`config.mk`:
```
export PLATFORM = sky130hd
export DESIGN_NAME = voice_session_gate_unit_flat
export DESIGN_NICKNAME = d
export VERILOG_FILES = /design/src/hw/rtl/vsg_pkg.sv /design/src/hw/rtl/vsg_in_if.sv /design/src/hw/rtl/vsg_out_if.sv /design/src/hw/rtl/voice_session_gate_unit.sv /design/src/hw/rtl/vsg_cfg_regs.sv /design/src/hw/rtl/vsg_in_stage.sv /design/src/hw/rtl/vsg_session_core.sv /design/src/flat_wrapper.sv
export SDC_FILE = /design/constraint.sdc
export NUM_CORES = 1
export LEC_CHECK = 0
export ABC_AREA = 1
export ABC_CLOCK_PERIOD_IN_PS = 8500
export BUFFER_PORTS_ARGS = -buffer_cell sky130_fd_sc_hd__buf_2
export CAP_MARGIN = 0
export CORE_MARGIN = 2
export CORE_UTILIZATION = 53
export DETAILED_ROUTE_END_ITERATION = 8
export PLACE_DENSITY_LB_ADDON = 0.25
export SYNTH_ARGS = -nofsm -noshare
export SYNTH_HDL_FRONTEND = slang
export SYNTH_SLANG_ARGS = --single-unit
export TNS_END_PERCENT = 30
```
`constraint.sdc`:
```
create_clock -name clk -period 8.5 [get_ports clk]
set_clock_uncertainty 0.05 [all_clocks]
set_input_delay 0.85 -clock clk [delete_from_list [all_inputs] [get_ports clk]]
set_output_delay 0.85 -clock clk [all_outputs]
set_load 0.05 [all_outputs]
```
`src/hw/rtl/vsg_pkg.sv`:
```
// Shared types and codes for the voice session gate.
package vsg_pkg;

  typedef enum logic [1:0] {
    ACT_WAKE  = 2'd0,
    ACT_FRAME = 2'd1,
    ACT_TICK  = 2'd2,
    ACT_NONE  = 2'd3
  } action_t;

  typedef enum logic [2:0] {
    KIND_ARMED    = 3'd0,
    KIND_BEGIN    = 3'd1,
    KIND_AUDIO    = 3'd2,
    KIND_END      = 3'd3,
    KIND_FEEDBACK = 3'd4
  } kind_t;

  localparam logic [1:0] CAUSE_NONE    = 2'd0;
  localparam logic [1:0] CAUSE_LENGTH  = 2'd1;
  localparam logic [1:0] CAUSE_SILENCE = 2'd2;

  localparam logic [1:0] NOTE_NONE     = 2'd0;
  localparam logic [1:0] NOTE_DETECTOR = 2'd1;
  localparam logic [1:0] NOTE_NO_ROUTE = 2'd2;

  typedef enum logic [2:0] {
    REG_DETECTOR_READY    = 3'd0,
    REG_REMOTE_ROUTE_UP   = 3'd1,
    REG_LOCAL_ROUTE_UP    = 3'd2,
    REG_SAMPLE_LIMIT      = 3'd3,
    REG_DURATION_LIMIT_MS = 3'd4,
    REG_SILENCE_LIMIT_MS  = 3'd5
  } reg_index_t;

  localparam logic [31:0] SAMPLE_LIMIT_RESET   = 32'd160000;
  localparam logic [31:0] DURATION_LIMIT_RESET = 32'd10000;
  localparam logic [31:0] SILENCE_LIMIT_RESET  = 32'd800;
  localparam logic [31:0] FIRST_SESSION        = 32'd1;

  typedef enum logic [2:0] {
    PH_IDLE   = 3'b001,
    PH_ARMED  = 3'b010,
    PH_LISTEN = 3'b100
  } phase_t;

  typedef struct packed {
    logic        detector_ready;
    logic        remote_route_up;
    logic        local_route_up;
    logic [31:0] sample_limit;
    logic [31:0] duration_limit_ms;
    logic [31:0] silence_limit_ms;
  } cfg_t;

  typedef struct packed {
    logic [1:0]  action;
    logic [31:0] time_ms;
    logic        speech_seen;
    logic [15:0] frame_samples;
  } evt_t;

endpackage

```
`src/hw/rtl/vsg_in_if.sv`:
```
// Event channel: valid/ready handshake carrying one input word.
interface vsg_in_if;
  logic        valid;
  logic        ready;
  logic [1:0]  action;
  logic [31:0] time_ms;
  logic        speech_seen;
  logic [15:0] frame_samples;

  modport source (output valid, action, time_ms, speech_seen, frame_samples, input ready);
  modport sink (input valid, action, time_ms, speech_seen, frame_samples, output ready);
endinterface

```
`src/hw/rtl/vsg_out_if.sv`:
```
// Result channel: valid/ready handshake carrying one result word.
interface vsg_out_if;
  logic        valid;
  logic        ready;
  logic [2:0]  kind;
  logic [31:0] session_number;
  logic [31:0] sample_count;
  logic [1:0]  end_cause;
  logic [1:0]  notice;

  modport source (output valid, kind, session_number, sample_count, end_cause, notice,
                  input ready);
  modport sink (input valid, kind, session_number, sample_count, end_cause, notice,
                output ready);
endinterface

```
`src/hw/rtl/voice_session_gate_unit.sv`:
```
// Voice session gate top level: config registers, input stage, session core.
//
// Events (wake, audio frame, time tick) arrive as words on the evt channel
// and results leave on the res channel; both use valid/ready and move a
// word on a clock edge where valid and ready are both high. An event gives
// zero or one result word.
// Order: an accepted event is held in the input register until the core
// takes it; the session state and the result register then update together,
// and the result leaves from the result register once res is ready.
// Throughput: one event per cycle unless a result waits on res.
// Events that give no result still take one pass through the core.
// While a result waits on res, the input register can still take one more
// event; further events stall once that register is also full.
// The configuration port writes register cfg_index with cfg_data when
// cfg_we is high; write it only while no event is in flight.
// Synchronous reset empties both registers, returns to idle with session
// number 1 next, and loads the reset configuration.
module voice_session_gate_unit (
  input  logic        clk,
  input  logic        rst,
  vsg_in_if.sink      evt,
  vsg_out_if.source   res,
  input  logic        cfg_we,
  input  logic [2:0]  cfg_index,
  input  logic [31:0] cfg_data
);

  vsg_pkg::cfg_t cfg;
  vsg_pkg::evt_t item;
  logic          item_valid;
  logic          item_take;

  vsg_cfg_regs u_cfg (
    .clk       (clk),
    .rst       (rst),
    .cfg_we    (cfg_we),
    .cfg_index (cfg_index),
    .cfg_data  (cfg_data),
    .cfg       (cfg)
  );

  vsg_in_stage u_in (
    .clk        (clk),
    .rst        (rst),
    .evt        (evt),
    .item_valid (item_valid),
    .item       (item),
    .item_take  (item_take)
  );

  vsg_session_core u_core (
    .clk        (clk),
    .rst        (rst),
    .cfg        (cfg),
    .item_valid (item_valid),
    .item       (item),
    .item_take  (item_take),
    .res        (res)
  );

endmodule

```
`src/hw/rtl/vsg_cfg_regs.sv`:
```
// Configuration register file with write-only port.
module vsg_cfg_regs (
  input  logic                clk,
  input  logic                rst,
  input  logic                cfg_we,
  input  logic [2:0]          cfg_index,
  input  logic [31:0]         cfg_data,
  output vsg_pkg::cfg_t       cfg
);

  always_ff @(posedge clk) begin
    if (rst) begin
      cfg.detector_ready    <= 1'b0;
      cfg.remote_route_up   <= 1'b0;
      cfg.local_route_up    <= 1'b0;
      cfg.sample_limit      <= vsg_pkg::SAMPLE_LIMIT_RESET;
      cfg.duration_limit_ms <= vsg_pkg::DURATION_LIMIT_RESET;
      cfg.silence_limit_ms  <= vsg_pkg::SILENCE_LIMIT_RESET;
    end else if (cfg_we) begin
      unique case (vsg_pkg::reg_index_t'(cfg_index))
        vsg_pkg::REG_DETECTOR_READY:    cfg.detector_ready    <= cfg_data[0];
        vsg_pkg::REG_REMOTE_ROUTE_UP:   cfg.remote_route_up   <= cfg_data[0];
        vsg_pkg::REG_LOCAL_ROUTE_UP:    cfg.local_route_up    <= cfg_data[0];
        vsg_pkg::REG_SAMPLE_LIMIT:      cfg.sample_limit      <= cfg_data;
        vsg_pkg::REG_DURATION_LIMIT_MS: cfg.duration_limit_ms <= cfg_data;
        vsg_pkg::REG_SILENCE_LIMIT_MS:  cfg.silence_limit_ms  <= cfg_data;
        default: ;
      endcase
    end
  end

endmodule

```
`src/hw/rtl/vsg_in_stage.sv`:
```
// Input register stage holding one accepted event word.
module vsg_in_stage (
  input  logic          clk,
  input  logic          rst,
  vsg_in_if.sink        evt,
  output logic          item_valid,
  output vsg_pkg::evt_t item,
  input  logic          item_take
);

  assign evt.ready = !item_valid || item_take;

  always_ff @(posedge clk) begin
    if (rst) begin
      item_valid <= 1'b0;
    end else if (evt.valid && evt.ready) begin
      item_valid <= 1'b1;
    end else if (item_take) begin
      item_valid <= 1'b0;
    end
  end

  always_ff @(posedge clk) begin
    if (evt.valid && evt.ready) begin
      item.action        <= evt.action;
      item.time_ms       <= evt.time_ms;
      item.speech_seen   <= evt.speech_seen;
      item.frame_samples <= evt.frame_samples;
    end
  end

endmodule

```
`src/hw/rtl/vsg_session_core.sv`:
```
// Session state, per-event decision logic and result register.
module vsg_session_core (
  input  logic          clk,
  input  logic          rst,
  input  vsg_pkg::cfg_t cfg,
  input  logic          item_valid,
  input  vsg_pkg::evt_t item,
  output logic          item_take,
  vsg_out_if.source     res
);

  vsg_pkg::phase_t phase, phase_next;
  logic [31:0] next_session, next_session_next;
  logic [31:0] active_session, active_session_next;
  logic [31:0] listen_start_ms, listen_start_ms_next;
  logic [31:0] last_speech_ms, last_speech_ms_next;
  logic [31:0] sent_samples, sent_samples_next;

  logic        out_valid;
  logic [2:0]  out_kind;
  logic [31:0] out_session;
  logic [31:0] out_count;
  logic [1:0]  out_cause;
  logic [1:0]  out_notice;

  logic        emit;
  logic [2:0]  kind_next;
  logic [31:0] session_next;
  logic [31:0] count_next;
  logic [1:0]  cause_next;
  logic [1:0]  notice_next;

  logic        route;
  logic        open;
  logic [31:0] frame_n;
  logic [32:0] sum;
  logic [31:0] sum_sat;
  logic [31:0] since_start;
  logic [31:0] since_speech;
  logic        length_hit;
  logic        silence_hit;

  assign item_take = item_valid && (!out_valid || res.ready);

  assign route        = cfg.remote_route_up || cfg.local_route_up;
  assign open         = (phase == vsg_pkg::PH_ARMED) || (phase == vsg_pkg::PH_LISTEN);
  assign frame_n      = {16'd0, item.frame_samples};
  assign sum          = {1'b0, sent_samples} + {1'b0, frame_n};
  assign sum_sat      = sum[32] ? 32'hFFFF_FFFF : sum[31:0];
  assign since_start  = item.time_ms - listen_start_ms;
  assign since_speech = item.time_ms - last_speech_ms;
  assign length_hit   = (sent_samples >= cfg.sample_limit) ||
                        (since_start >= cfg.duration_limit_ms);
  assign silence_hit  = since_speech >= cfg.silence_limit_ms;

  always_comb begin
    phase_next           = phase;
    next_session_next    = next_session;
    active_session_next  = active_session;
    listen_start_ms_next = listen_start_ms;
    last_speech_ms_next  = last_speech_ms;
    sent_samples_next    = sent_samples;
    emit                 = 1'b0;
    kind_next            = vsg_pkg::KIND_FEEDBACK;
    session_next         = 32'd0;
    count_next           = 32'd0;
    cause_next           = vsg_pkg::CAUSE_NONE;
    notice_next          = vsg_pkg::NOTE_NONE;

    unique case (vsg_pkg::action_t'(item.action))
      vsg_pkg::ACT_WAKE: begin
        phase_next           = vsg_pkg::PH_IDLE;
        active_session_next  = 32'd0;
        listen_start_ms_next = 32'd0;
        last_speech_ms_next  = 32'd0;
        sent_samples_next    = 32'd0;
        emit                 = 1'b1;
        if (!cfg.detector_ready) begin
          notice_next = vsg_pkg::NOTE_DETECTOR;
        end else if (!route) begin
          notice_next = vsg_pkg::NOTE_NO_ROUTE;
        end else begin
          phase_next          = vsg_pkg::PH_ARMED;
          active_session_next = next_session;
          next_session_next   = next_session + 32'd1;
          kind_next           = vsg_pkg::KIND_ARMED;
          session_next        = next_session;
        end
      end
      vsg_pkg::ACT_FRAME, vsg_pkg::ACT_TICK: begin
        if (open && !route) begin
          // all routes gone: drop the session and report it
          phase_next           = vsg_pkg::PH_IDLE;
          active_session_next  = 32'd0;
          listen_start_ms_next = 32'd0;
          last_speech_ms_next  = 32'd0;
          sent_samples_next    = 32'd0;
          emit                 = 1'b1;
          session_next         = active_session;
          notice_next          = vsg_pkg::NOTE_NO_ROUTE;
        end else if (item.action == vsg_pkg::ACT_FRAME) begin
          if (item.speech_seen && (item.frame_samples != 16'd0)) begin
            if (phase == vsg_pkg::PH_ARMED) begin
              phase_next           = vsg_pkg::PH_LISTEN;
              listen_start_ms_next = item.time_ms;
              last_speech_ms_next  = item.time_ms;
              sent_samples_next    = frame_n;
              emit                 = 1'b1;
              kind_next            = vsg_pkg::KIND_BEGIN;
              session_next         = active_session;
              count_next           = frame_n;
            end else if (phase == vsg_pkg::PH_LISTEN) begin
              last_speech_ms_next = item.time_ms;
              sent_samples_next   = sum_sat;
              emit                = 1'b1;
              kind_next           = vsg_pkg::KIND_AUDIO;
              session_next        = active_session;
              count_next          = frame_n;
            end
          end
        end else if ((phase == vsg_pkg::PH_LISTEN) && (length_hit || silence_hit)) begin
          phase_next           = vsg_pkg::PH_IDLE;
          active_session_next  = 32'd0;
          listen_start_ms_next = 32'd0;
          last_speech_ms_next  = 32'd0;
          sent_samples_next    = 32'd0;
          emit                 = 1'b1;
          kind_next            = vsg_pkg::KIND_END;
          session_next         = active_session;
          count_next           = sent_samples;
          cause_next           = length_hit ? vsg_pkg::CAUSE_LENGTH : vsg_pkg::CAUSE_SILENCE;
        end
      end
      default: ;
    endcase
  end

  always_ff @(posedge clk) begin
    if (rst) begin
      phase           <= vsg_pkg::PH_IDLE;
      next_session    <= vsg_pkg::FIRST_SESSION;
      active_session  <= 32'd0;
      listen_start_ms <= 32'd0;
      last_speech_ms  <= 32'd0;
      sent_samples    <= 32'd0;
      out_valid       <= 1'b0;
    end else begin
      if (item_take) begin
        phase           <= phase_next;
        next_session    <= next_session_next;
        active_session  <= active_session_next;
        listen_start_ms <= listen_start_ms_next;
        last_speech_ms  <= last_speech_ms_next;
        sent_samples    <= sent_samples_next;
      end
      if (item_take && emit) begin
        out_valid <= 1'b1;
      end else if (res.ready) begin
        out_valid <= 1'b0;
      end
    end
  end

  always_ff @(posedge clk) begin
    if (item_take && emit) begin
      out_kind    <= kind_next;
      out_session <= session_next;
      out_count   <= count_next;
      out_cause   <= cause_next;
      out_notice  <= notice_next;
    end
  end

  assign res.valid          = out_valid;
  assign res.kind           = out_kind;
  assign res.session_number = out_session;
  assign res.sample_count   = out_count;
  assign res.end_cause      = out_cause;
  assign res.notice         = out_notice;

endmodule
```
`src/flat_wrapper.sv`:
```
// flat-port wrapper written by rule: the top's interface ports become plain ports
module voice_session_gate_unit_flat 
  (clk, rst, cfg_we, cfg_index, cfg_data, evt_valid, evt_action, evt_time_ms, evt_speech_seen, evt_frame_samples, evt_ready, res_valid, res_kind, res_session_number, res_sample_count, res_end_cause, res_notice, res_ready);
  vsg_in_if evt_i ();
  vsg_out_if res_i ();
  input  logic clk;
  input  logic rst;
  input  logic cfg_we;
  input  logic [2:0] cfg_index;
  input  logic [31:0] cfg_data;
  input wire logic [$bits(evt_i.valid)-1:0] evt_valid;
  input wire logic [$bits(evt_i.action)-1:0] evt_action;
  input wire logic [$bits(evt_i.time_ms)-1:0] evt_time_ms;
  input wire logic [$bits(evt_i.speech_seen)-1:0] evt_speech_seen;
  input wire logic [$bits(evt_i.frame_samples)-1:0] evt_frame_samples;
  output wire logic [$bits(evt_i.ready)-1:0] evt_ready;
  output wire logic [$bits(res_i.valid)-1:0] res_valid;
  output wire logic [$bits(res_i.kind)-1:0] res_kind;
  output wire logic [$bits(res_i.session_number)-1:0] res_session_number;
  output wire logic [$bits(res_i.sample_count)-1:0] res_sample_count;
  output wire logic [$bits(res_i.end_cause)-1:0] res_end_cause;
  output wire logic [$bits(res_i.notice)-1:0] res_notice;
  input wire logic [$bits(res_i.ready)-1:0] res_ready;
  assign evt_i.valid = evt_valid;
  assign evt_i.action = evt_action;
  assign evt_i.time_ms = evt_time_ms;
  assign evt_i.speech_seen = evt_speech_seen;
  assign evt_i.frame_samples = evt_frame_samples;
  assign evt_ready = evt_i.ready;
  assign res_valid = res_i.valid;
  assign res_kind = res_i.kind;
  assign res_session_number = res_i.session_number;
  assign res_sample_count = res_i.sample_count;
  assign res_end_cause = res_i.end_cause;
  assign res_notice = res_i.notice;
  assign res_i.ready = res_ready;
  voice_session_gate_unit u_core (.clk(clk), .rst(rst), .evt(evt_i), .res(res_i), .cfg_we(cfg_we), .cfg_index(cfg_index), .cfg_data(cfg_data));
endmodule
```
Word level (Yosys, flattened, before mapping) --
Cells that the tools add are included.
Storage, ports and cells: register bits 386, input port bits 91, logic and storage cells 150
Operators by class: $add $sub $neg 4, order comparisons 3, equality and inequality tests 15, multiplexer cells 69, bitwise operators 2, reductions and logical operators 34
Operators by type and width (number):
- 32-bit 2-to-1 mux | 28
- 32-bit one-hot mux with 2 select lines | 5
- 32-bit greater-or-equal comparator | 3
- 32-bit subtractor | 2
- 16-bit 2-to-1 mux | 3
- 3-bit 2-to-1 mux | 13
- 32-bit by 16-bit adder with 33-bit output | 1
- 32-bit by 1-bit adder with 32-bit output, second input constant | 1
- 16-bit nonzero test | 1
- 2-bit 2-to-1 mux | 6
- 4-bit != test, second input constant | 3
- 3-bit one-hot mux with 2 select lines | 2
- 2-bit AND reduction | 6
- 1-bit 2-to-1 mux | 10
- 5-bit AND reduction | 2
- 3-bit by 2-bit equality test with 1-bit output, second input constant | 3
- 3-bit equality test, second input constant | 3
- 4-bit AND reduction | 2
- 1-bit logical AND | 6
- 1-bit logical OR | 6
- 3-bit != test, second input constant | 2
- 2-bit nonzero test | 3
- 5-bit != test, second input constant | 1
- 2-bit one-hot mux with 2 select lines | 1
- other kinds (10) | 14

Longest topological paths before layout --
word-level depth 11, gate-level depth with buffers 35, depth with buffers taken out 33

By module --
A second synthesis with hierarchy kept.
Unflattened totals: cells, all modules 3172, area, all modules 23107.2 µm²
By module, submodules not included:
- vsg_session_core | times used 1, cells each 2544, area an instance 17514.3 µm², seq. area each 5415.2 µm²
- vsg_cfg_regs | times used 1, cells each 571, area an instance 4013.8 µm², seq. area each 1981.9 µm²
- vsg_in_stage | times used 1, cells each 57, area an instance 1579.0 µm², seq. area each 1551.5 µm²

Least setup slack after synthesis --
No wires, ideal clock.
path kind reg2reg, from register u_core.u_in.item[19] (netlist name), to register u_core.u_core.out_cause[0] (netlist: u_core.u_core.res.end_cause[0]) (enable), setup time 0.425 ns, data arrival time 5.097 ns, required time 8.025 ns, setup slack 2.928 ns, cell stages (with the launch flop) 26, buffers on the path 0, clock period less this slack 5.572 ns, path through edfxtp_1 > ha_1 > a21oi_1 > nand2_1 > a21oi_1 > o21ai_0 > a21boi_0 > inv_1 > nand2_1 > nand2_1 > a21boi_0 > o21ai_0 > xor2_1 > ha_1 > nand2_1 > nor3_1 > nand3_1 > nor3_1 > nor2_1 > nand2_1 > nand3_2 > nand3_1 > nand2_1 > nand2_1 > nand2_1 > inv_1
On the way: cells in the longest elaborated chain, start to end 10
RTL lines:
- 32-bit subtractor | RTL line vsg_session_core.sv:50 | assign since_start = item.time_ms - listen_start_ms;
- 32-bit greater-or-equal comparator | RTL line vsg_session_core.sv:53 | (since_start >= cfg.duration_limit_ms);
- 1-bit logical OR | RTL line vsg_session_core.sv:52 | assign length_hit = (sent_samples >= cfg.sample_limit) ||
- 1-bit logical OR (*) | RTL line vsg_session_core.sv:121 | end else if ((phase == vsg_pkg::PH_LISTEN) && (length_hit || silence_hit)) begin
- 1-bit logical AND (*) | RTL line vsg_session_core.sv:121
- 1-bit 2-to-1 mux (*) | RTL line vsg_session_core.sv:121
- 1-bit 2-to-1 mux (*) | RTL line vsg_session_core.sv:101 | end else if (item.action == vsg_pkg::ACT_FRAME) begin
- 1-bit 2-to-1 mux (*) | RTL line vsg_session_core.sv:91 | if (open && !route) begin
- 1-bit one-hot mux with 2 select lines (*) | RTL line vsg_session_core.sv:70 | unique case (vsg_pkg::action_t'(item.action))
- 1-bit logical AND (*) | RTL line vsg_session_core.sv:165 | if (item_take && emit) begin
- to (signal assigned) | RTL line vsg_session_core.sv:169 | out_cause <= cause_next;
- to (decl) | RTL line vsg_session_core.sv:23 | logic [1:0] out_cause;
Every way passes the cells marked *; elsewhere a longest branch is shown, timed or not. A chain may end at the register's enable or synchronous reset.

Final worst setup path --
from register u_core.u_in.item[17] (netlist name), to register u_core.u_core.listen_start_ms[20]
On the way: cells in the longest elaborated chain, start to end 7
RTL lines:
- 32-bit subtractor | RTL line vsg_session_core.sv:50
- 32-bit greater-or-equal comparator | RTL line vsg_session_core.sv:53
- 1-bit logical OR | RTL line vsg_session_core.sv:52
- 1-bit logical OR (*) | RTL line vsg_session_core.sv:121
- 1-bit logical AND (*) | RTL line vsg_session_core.sv:121
- 4-bit != test (no line) (*)
- 5-bit AND reduction (no line) (*)
- to (signal assigned) | RTL line vsg_session_core.sv:152 | listen_start_ms <= listen_start_ms_next;
- to (decl) | RTL line vsg_session_core.sv:15 | logic [31:0] listen_start_ms, listen_start_ms_next;
Marked as above.

==> flow_metrics.py <==
metrics = {
    "status": {
        "status": "complete, no violations",
    },
    "floorplanning": {
        "start_util_pct": 53.7,
        "core_um2": 40900,
        "die_y_um": 208,
        "die_area_um2": 43100,
        "die_w_um": 208,
        "rows": 74,
        "io_pins": 164,
    },
    "yosys": {
        "yosysWarnings": 0,
        "synth_area_leader_cell": "dfxtp_1",
        "syn_nets": 3147,
        "yosysUniqueCellTypes": 51,
        "syn_area_um2": 22000,
        "syn_area_per_cell_um2": 7.65,
        "synth_edf_count": 122,
        "netlist_instances": 2875,
        "synth_seq_area_share_pct": 40.7,
        "yosysTopAreaCellShare_pct": 24.0,
        "async_reset_ff_share_pct": 0,
        "synth_ff_type": "dfxtp_1",
        "synth_seq_cells": 386,
        "ys_top_cells_by_area": "dfxtp_1, edfxtp_1, ha_1",
    },
    "clocking": {
        "post_cts_buffers": 0,
        "cts_sinks": 386,
        "cts_tree": "yes",
        "insertion_delay_ps": 590,
        "clock-root-buffer": "clkbuf_16",
        "ctsLongestPathBuffers": 3,
        "cts_buffers": 42,
        "path_clk_slew_ps": 60,
        "cts_hold_buf": 0,
        "cts.repair.resized": 0,
        "htreeDepth": 2,
    },
    "worst_hold_path": {
        "hold_start": "evt_time_ms[16]",
        "hold_path_class": "input pin to flip-flop",
    },
    "timing": {
        "fmax_mhz": 149,
        "setup_ws_ps": 1800,
        "rsz0062_at_grt": "no",
        "slew_headroom_pct": 34.3,
        "setup_viol": 0,
        "hold_viol": 0,
        "worst_pin_slew_ps": 984,
        "setup_total_negative_slack_ps": 0,
        "min_period_over_period_pct": 78.8,
        "period_needed_ps": 6700,
        "hold-worst-slack_ps": 385,
        "final_max_slew_viol_count": 0,
    },
    "worst_setup_path": {
        "critPathMaxFanout": 40,
        "regToRegStartpoint": "u_core.u_in.item[17]$_DFFE_PP_",
        "cp_slowest_cell": "nand3_2",
        "critical_path_arrival_ps": 7120,
        "path_common_cell": "nand2_1",
        "startpoint": "u_core.u_in.item[17]$_DFFE_PP_",
        "slowest_delay_ps": 970,
        "startpoint_type": "flip-flop",
        "required_ps": 8920,
        "path_class": "flip-flop to flip-flop",
        "end_kind": "flip-flop",
    },
    "grt": {
        "track_usage_pct": 29.3,
        "grt_pass1_wl_mm": 102,
        "grt_pass1_vias": 19400,
        "grt-ovfl-total": 0,
        "antenna_found_initial": 3,
        "grt_max_degree": 84,
    },
    "finish": {
        "drive_above_1_share_pct": 9.30,
        "syn_to_final_growth_pct": 11.4,
        "fillers": 3761,
        "fin_nets": 3261,
        "final_cell_mix": "nand2_1, a21oi_1, inv_1",
        "layout.cells.most_common": "nand2_1",
        "n_antenna_cell": 0,
        "postLayoutCellArea_um2": 24500,
    },
    "route": {
        "avgRoutedWirePerCell_um": 18.1,
        "via_per_inst": 5.65,
        "num_vias": 20100,
        "firstDrtPassIters": 6,
        "drt-initial-drc-count": 1545,
        "drt_wl_total_mm": 64.2,
        "ant_nets": 0,
        "drc_errors": 0,
    },
    "power": {
        "ir_drop_v": 0.000167,
        "power.leakage_nw": 9.98,
        "power.density_nw_per_um2": 185,
    },
    "placed_design": {
        "portBuffers": 163,
        "postPlaceCellArea_um2": 23200,
        "gp_congestion": 0.954,
        "dp_slack_ps": 2020,
        "place_hpwl_mm": 47.0,
    },
    "job": {
        "drv_cap": 0,
    },
}
-- final timing paths --
| path | endpoint | slack, ps | cells past startpoint |
|---|---|---|---|
| worst max register to register | u_core.u_core.listen_start_ms[20]$_SDFFE_PP0P_ | 1800 | 34 |
| worst min-delay path | u_core.u_in.item[33]$_DFFE_PP_ | 380 | 1 |
| worst max-delay path | u_core.u_core.listen_start_ms[20]$_SDFFE_PP0P_ | 1800 | 34 |
| worst min register to register | u_core.u_cfg.cfg[90]$_SDFFE_PP0P_ | 410 | 2 |
-- state kept, by name (all words and copies together), names as in the netlist --
name	flops
u_core.u_cfg.cfg	99
u_core.u_core.active_session	32
u_core.u_core.last_speech_ms	32
u_core.u_core.listen_start_ms	32
u_core.u_core.next_session	32
u_core.u_core.phase	3
u_core.u_core.res.end_cause	2
u_core.u_core.res.kind	3
u_core.u_core.res.notice	2
u_core.u_core.res.sample_count	32
u_core.u_core.res.session_number	32
u_core.u_core.res.valid	1
u_core.u_core.sent_samples	32
u_core.u_in.item	51
u_core.u_in.item_valid	1
-- synth_stat cells (4+ instances only) --
library cell	number
a21boi_0	7
a21o_1	5
a21oi_1	400
a31oi_1	9
buf_1	8
buf_2	21
clkbuf_1	79
dfxtp_1	264
edfxtp_1	122
ha_1	178
inv_1	346
nand2_1	514
nand3_1	167
nand4_1	52
nor2_1	267
nor2_4	5
nor3_1	65
nor3_2	5
nor4_1	14
o211ai_1	17
o21a_1	12
o21ai_0	170
o21bai_1	5
o31ai_1	6
or2_2	4
xnor2_1	33
xor2_1	55
-- critical path: cells and delay by family (launching register included) --
| family | cells | cell delay, ps |
|---|---|---|
| AO/OA/AOI/OAI | 4 | 1260 |
| XOR/XNOR | 1 | 290 |
| adder cells (fa/ha/maj) | 3 | 720 |
| buffers and inverters | 4 | 610 |
| flip-flops | 1 | 320 |
| AND/OR/NAND/NOR | 22 | 3290 |
-- routing by layer --
metal  up-vias  GRT usage, %  share of wire [%]
met4         4          11.6                3.7
met1      9313          38.2                 43
li1       9874             -                  -
met5         -             0              0.050
met2       730          48.8                 46
met3       143          4.66                7.1
-- per-stage QoR --
step | std cells | total power (W) | util [%]
CTS | 3553 | 0.00455 | 59.9
detailed placement | 3477 | 0.00277 | 56.6
floorplan | 2875 | 0.00255 | -
finish | 3553 | 0.00454 | 59.9
global placement | 3477 | 0.00274 | 56.6
global route | 3553 | 0.00473 | 59.9
-- power by group --
group	leakage (nW)	internal [W]	switching [W]	total, W
logic	6.11	0.000247	0.000499	0.000746
registers	3.20	0.00196	0.0000348	0.00199
clock network	0.666	0.00102	0.000773	0.00180
total	9.98	0.00323	0.00131	0.00454
-- cell type report --
cell class	count	area, um^2	area share [%]
tap	532	666	2.72
timing repair buffer	183	968	3.95
sequential	386	8950	36.5
clock buffer	55	1190	4.87
multi-input combinational	2023	11200	45.9
inverter	353	1330	5.43
clock inverter	21	146	0.597
-- cells by family (layout without fill, tap and decap cells) --
logic type | count (synthesis) | count (layout) | share of synthesized area (%)
AOI/OAI and AO/OA | 643 | 643 | 15.5
DFF | 386 | 386 | 40.7
buffers and inverters | 466 | 612 | 8.21
xor gates and xnor gates | 88 | 88 | 3.50
and+or+nand+nor | 1111 | 1111 | 21.7
adders and majority gates | 181 | 181 | 10.4
Note: power is estimated with default switching activity, not from simulation.
